## src/rtl/core/rss_pkg.sv

```systemverilog
// ----------------------------------------------------------------------------
// rss_pkg
// Shared types and codes for the record stack with key search.
// ----------------------------------------------------------------------------
package rss_pkg;

    localparam int ID_W  = 32;
    localparam int AVG_W = 10;
    localparam int CNT_W = 7;

    localparam logic [AVG_W-1:0] AVG_MAX = 10'd1000;

    typedef struct packed {
        logic [ID_W-1:0]  id;
        logic [AVG_W-1:0] avg;
    } rec_t;

    typedef logic [1:0] op_t;

    localparam op_t OP_HOLD = 2'd0;
    localparam op_t OP_PUSH = 2'd1;
    localparam op_t OP_POP  = 2'd2;
    localparam op_t OP_ROT  = 2'd3;

    localparam logic [1:0] FN_PUSH   = 2'd0;
    localparam logic [1:0] FN_POP    = 2'd1;
    localparam logic [1:0] FN_SEARCH = 2'd2;
    localparam logic [1:0] FN_SIZE   = 2'd3;

    localparam logic [1:0] STAT_OK       = 2'd0;
    localparam logic [1:0] STAT_EMPTY    = 2'd1;
    localparam logic [1:0] STAT_FULL     = 2'd2;
    localparam logic [1:0] STAT_NOTFOUND = 2'd3;

endpackage

```

## src/rtl/core/rss_cell.sv

```systemverilog
// ----------------------------------------------------------------------------
// rss_cell
// One stack slot: holds a record and takes its neighbor's record on a shift.
// ----------------------------------------------------------------------------
module rss_cell
(
    input  logic          clk,
    input  rss_pkg::op_t  op,
    input  rss_pkg::rec_t above_rec,
    input  rss_pkg::rec_t below_rec,
    output rss_pkg::rec_t rec
);

    rss_pkg::rec_t rec_reg;
    rss_pkg::rec_t rec_next;

    always_comb
    begin
        unique case (op)
            rss_pkg::OP_PUSH: rec_next = above_rec;
            rss_pkg::OP_POP:  rec_next = below_rec;
            rss_pkg::OP_ROT:  rec_next = below_rec;
            default:          rec_next = rec_reg;
        endcase
    end

    always_ff @(posedge clk)
    begin
        rec_reg <= rec_next;
    end

    assign rec = rec_reg;

endmodule

```

## src/rtl/core/rss_chain.sv

```systemverilog
// ----------------------------------------------------------------------------
// rss_chain
// Row of stack cells, top of stack in cell zero; rotates as a ring for search.
// ----------------------------------------------------------------------------
module rss_chain
#(
    parameter int DEPTH = 64
)
(
    input  logic          clk,
    input  rss_pkg::op_t  op,
    input  rss_pkg::rec_t push_rec,
    output rss_pkg::rec_t top_rec
);

    rss_pkg::rec_t cell_rec [DEPTH];

    genvar i;
    generate
        for (i = 0; i < DEPTH; i++)
        begin : g_cell
            rss_pkg::rec_t above;
            rss_pkg::rec_t below;

            if (i == 0)
            begin : g_first
                assign above = push_rec;
            end
            else
            begin : g_mid_a
                assign above = cell_rec[i-1];
            end

            if (i == DEPTH - 1)
            begin : g_last
                assign below = cell_rec[0];
            end
            else
            begin : g_mid_b
                assign below = cell_rec[i+1];
            end

            rss_cell u_cell
            (
                .clk       (clk),
                .op        (op),
                .above_rec (above),
                .below_rec (below),
                .rec       (cell_rec[i])
            );
        end
    endgenerate

    assign top_rec = cell_rec[0];

endmodule

```

## config.mk

```make
export PLATFORM = sky130hd
export DESIGN_NAME = rss_chain
export DESIGN_NICKNAME = d
export VERILOG_FILES = /design/src/rtl/core/rss_pkg.sv /design/src/rtl/core/rss_cell.sv /design/src/rtl/core/rss_chain.sv
export SDC_FILE = /design/constraint.sdc
export NUM_CORES = 2
export LEC_CHECK = 0
export BUFFER_PORTS_ARGS = -buffer_cell sky130_fd_sc_hd__buf_2
export CORE_MARGIN = 2
export CORE_UTILIZATION = 40
export CTS_BUF_LIST = sky130_fd_sc_hd__clkbuf_4 sky130_fd_sc_hd__clkbuf_8
export DETAILED_ROUTE_END_ITERATION = 8
export SLEW_MARGIN = 30
export SYNTH_ARGS = -nofsm -noshare
export SYNTH_HDL_FRONTEND = slang
export SYNTH_SLANG_ARGS = --single-unit
```

## constraint.sdc

```tcl
create_clock -name clk -period 42.9 [get_ports clk]
set_clock_uncertainty 0.05 [all_clocks]
set_input_delay 0 -clock clk [delete_from_list [all_inputs] [get_ports clk]]
set_output_delay 0 -clock clk [all_outputs]
set_load 0.005 [all_outputs]
```

[Word level (Yosys, flattened, before mapping)]
Cells that the tools add are included.
Word-level totals
  logic and storage cells: 197
  output and inout bits: 42
  register bits after elaboration: 2688
  input bits: 45
Cells by class
  reductions and logical operators: 2
  mux-type cells: 64
  equal/unequal tests: 3
Operator list (count)
  $pmux W42 S2: 64
  $eq A2 B2 Y1 const B: 2
  $eq A2 B1 Y1 const B: 1
  $reduce_bool A2 Y1: 1
  $reduce_or A2 Y1: 1

[Logic depth before layout (Yosys ltp)]
  depth in word-level cells: 3
  gate-level depth with buffers: 5
  mapped depth without buffers: 1

[Modules after synthesis]
From an unflattened synthesis, not the netlist that was laid out.
Unflattened totals
  cells, all modules: 5760
  area, all modules: 126601.4 um2
By module, submodules not included
  rss_cell: instances 64, area an instance 1978.1 um2, seq. area each 1261.2 um2, cells each 90

[Least setup slack after synthesis]
Ideal clock, no wire load.
  path kind: in2reg
  from: in op[1]
  to: reg g_cell[0].u_cell.rec_reg, in the netlist g_cell[0].u_cell.rec[0] (enable)
  path slack: 8.716 ns
  data required time: 40.857 ns
  stages: 4
  buffers on the path: 3
  arrival: 32.141 ns
  setup time: 1.993 ns
  cell sequence: buf_6 buf_2 buf_4 or2_2
On the way
  longest elaborated chain between the ends: 3
  elaborated cells on any way between the ends: 5
  those cells by class: eq/ne: 3; reduce/logical: 2
Ends and longest elaborated chain
  start, declared: RTL line rss_chain.sv:11  | input rss_pkg::op_t op,
  $eq A2 B2 Y1: RTL line rss_cell.sv:19  | unique case (op)
  $reduce_or A2 Y1 (no source line)
  $reduce_bool A2 Y1 (no source line) (*)
  end signal, assigned: RTL line rss_cell.sv:29  | rec_reg <= rec_next;
  end, declared: RTL line rss_cell.sv:14  | rss_pkg::rec_t rec_reg;
Every way passes the cells marked *; elsewhere a longest branch is shown, timed or not.
A chain may end at the register's enable or synchronous reset.

[Worst setup path after layout]
  from: in op[1]
  to: reg g_cell[44].u_cell.rec_reg, in the netlist g_cell[44].u_cell.rec[7] (enable)
On the way
  longest elaborated chain between the ends: 3
  elaborated cells on any way between the ends: 5
  those cells by class: eq/ne: 3; reduce/logical: 2
Ends and longest elaborated chain (RTL line)
  $eq A2 B2 Y1: rss_cell.sv:19
  $reduce_or A2 Y1 (no source line)
  $reduce_bool A2 Y1 (no source line) (*)
  end signal, assigned: rss_cell.sv:29
  end, declared: rss_cell.sv:14
Marked as above.

==> out/metrics.yaml <==
sta:
  relSlewSlack: 0.379
  fmax_ghz: 0.185
  setup-violations-final: 0
  worst_slew_pin_slew_ns: 0.932
  final.setup.tns_ns: 0
  hold_viol_final: 0
  grt_setup_unrepaired: "no"
  finalMaxSlewViolations: 0
  holdWs_ns: 0.146
  min_period_ns: 5.41
  period_share: 0.126
setup_path:
  worst-path-stages: 9
  path_common_cell: "buf_4"
  r2r_cells: 2
  startpoint_type: "input port"
  r2r_start: "g_cell[1].u_cell.rec[38]"
  regToRegEndpoint: "g_cell[0].u_cell.rec[38]"
  crit_type: "in -> reg"
  slowest_delay_ns: 0.85
  path_buf_inv: 8
  cp_cell_sequence: "dlygate4sd3_1, buf_12, or2_4, buf_6, buf_4, buf_12, buf_16, buf_4, buf_4"
  cp.required_ns: 43.35
  crit_arrival_ns: 5.86
  r2r_slack_ns: 41.33
  cpMaxStageDelayCell: "buf_4"
  path_delay_family: "buffers and inverters"
  critPathCaptureType: "flip-flop"
  cp_max_fo: 139
status:
  outcome: "completed"
floorplanning:
  io_pins: 87
  die_h_um: 538
  coreArea_mm2: 0.284
  die_width_um: 538
  die_area_mm2: 0.290
  start_util: 0.401
  std_cell_rows: 196
synthesis:
  syn_area_mm2: 0.114
  ys_types: 6
  syn-num-nets: 5721
  yosys.area.top_type: "edfxtp_1"
  synthTopCellsByArea: "edfxtp_1 71%, mux2_2 27%, buf_6 2.5%"
  synth_area_per_cell_um2: 20.1
  seq_area_frac_synth: 0.707
  synthAdderAreaFrac: 0
  synth_compound_area_frac: 0
  ys_warn_count: 0
  syn_inst: 5676
  synth_flop_cell: "edfxtp_1"
  yosys.area_share.xor_xnor: 0
  synth_edf_count: 2688
  synthArstFlopShare: 0
  synth_top_family_by_area: "multiplexers"
  ys_seq_elements: 2688
  yosys.area_share.simple: 0.0000548
  synth.mux.area_fraction: 0.265
  netlist.area_leader.share: 0.707
  synth_common_cells: "2688 x edfxtp_1, 2688 x mux2_2, 257 x buf_6"
grt:
  grt_pass1_vias: 52300
  grt_pass1_wl_mm: 269
  gr-total-overflow: 0
  grt_start_max_net_pins: 198
  antenna_found_initial: 17
  grt_usage: 0.110
pwr:
  p_int_w: 0.00506
  p_sw_w: 0.00143
  swShare: 0.221
  p_per_area_mw_per_mm2: 51.5
  peakVddDrop_mv: 0.0341
  p_leak_nw: 43.7
  power_frac_comb: 0.098
  seqPwrFrac: 0.579
  clkPwrFrac: 0.324
clock_network:
  cts.sinks: 2688
  cts_buffers: 436
  htreeDepth: 5
  clk_pin_slew_ns: 0.06
  cts_setup_buffers: 0
  clockBufferDepth: 4
  cts_tree: "done"
  insertion_delay_ns: 0.97
  ctsRootBufferMaster: "clkbuf_8"
drt:
  vias: 49500
  first_pass_iters: 5
  drt-total-wl_mm: 166
  route.detailed.drc: 0
  drtIter0Drc: 3233
  vias_per_cell: 4.87
  ant_nets: 0
  wire_per_inst_um: 16.3
hold_path:
  hold_path_end: "g_cell[0].u_cell.rec[4]"
  worstHoldStart: "push_rec[4]"
  hold_path.class: "in -> reg"
  hold_depth: 3
layout:
  fin_area_mm2: 0.126
  drive_gt1_frac: 0.548
  area_growth_pct: 10.5
  largest_reg_flops: 2688
  nNetsFinal: 6098
  final-instance-count-excl-fill: 10200
placement:
  place.gp.congestion: 0.691
  placed_cell_area_mm2: 0.117
  place.port_buffers: 86
  dp.cells: 9287
  dp_hpwl_mm: 94.4
flow_run:
  cap_violations: 0
[final cells by class]
type	count	area (um2)
fill	24500	158000
sequential	2688	80700
multi-input combinational	2689	30300
clock buffer	617	7370
tap	3762	4710
timing repair buffer	238	2130
clock inverter	171	911
antenna	5	12.5
[logic make-up after synthesis]
| family | after synthesis |
|---|---|
| AND/OR/NAND/NOR | 1 |
| flip-flops | 2688 |
| buffers and inverters | 299 |
| multiplexers | 2688 |
[timing repair]
item / CTS / global route
gates resized for setup: 0 / 0
hold buffers: 82 / 0
hold endpoints to repair: 225 / 0
[stage by stage]
stage,util,power [W],setup slack [ns]
floorplan,-,0.00442,8.72
global placement,0.410,0.00440,36.89
detailed placement,0.410,0.00445,36.59
CTS,0.442,0.00661,37.07
global route,0.443,0.00683,36.95
finish,0.443,0.00650,37.49
[how the worst max path moves through the flow]
stage / start / endpoint / slack [ns]
5_1_grt: op[1] / g_cell[45].u_cell.rec[7] / 36.95
2_1_floorplan: op[1] / g_cell[0].u_cell.rec[0] / 8.72
3_3_place_gp: op[1] / g_cell[35].u_cell.rec[10] / 36.89
4_1_cts: op[1] / g_cell[35].u_cell.rec[10] / 37.07
6_report: op[1] / g_cell[44].u_cell.rec[7] / 37.49
3_5_place_dp: op[1] / g_cell[46].u_cell.rec[10] / 36.59
[worst reg2reg max path, cell delays in order, from the launching register on]
cell and delay (ns):
edfxtp_1 0.44, mux2_2 0.29, dlygate4sd3_1 0.55
[per-layer routing]
layer / part of all wire / GRT usage / up-vias
li1: - / - / 23600
met1: 0.47 / 0.148 / 25000
met2: 0.47 / 0.175 / 622
met3: 0.041 / 0.0245 / 331
met4: 0.027 / 0.0402 / 8
met5: 0.00030 / 0 / -
[power by group through the flow]
stage                     combinational, W  clock [W]  sequential, W
after floorplan                   0.000565          0        0.00386
after global placement            0.000592          0        0.00380
after detailed placement          0.000629          0        0.00382
after CTS                         0.000640    0.00220        0.00377
after global routing              0.000694    0.00231        0.00383
final                             0.000634    0.00210        0.00376
[cell usage in the layout, fill, tap and decap left out, drive strengths merged]
| cell type | instances |
|---|---|
| or2 | 1 |
| clkinv | 148 |
| inv | 10 |
| bufinv | 4 |
| clkbuf | 617 |
| diode | 5 |
| buf | 156 |
| edfxtp | 2688 |
| clkinvlp | 9 |
| dlygate4sd3 | 82 |
| mux2 | 2688 |
No activity file was read; power rests on OpenSTA's default activity.
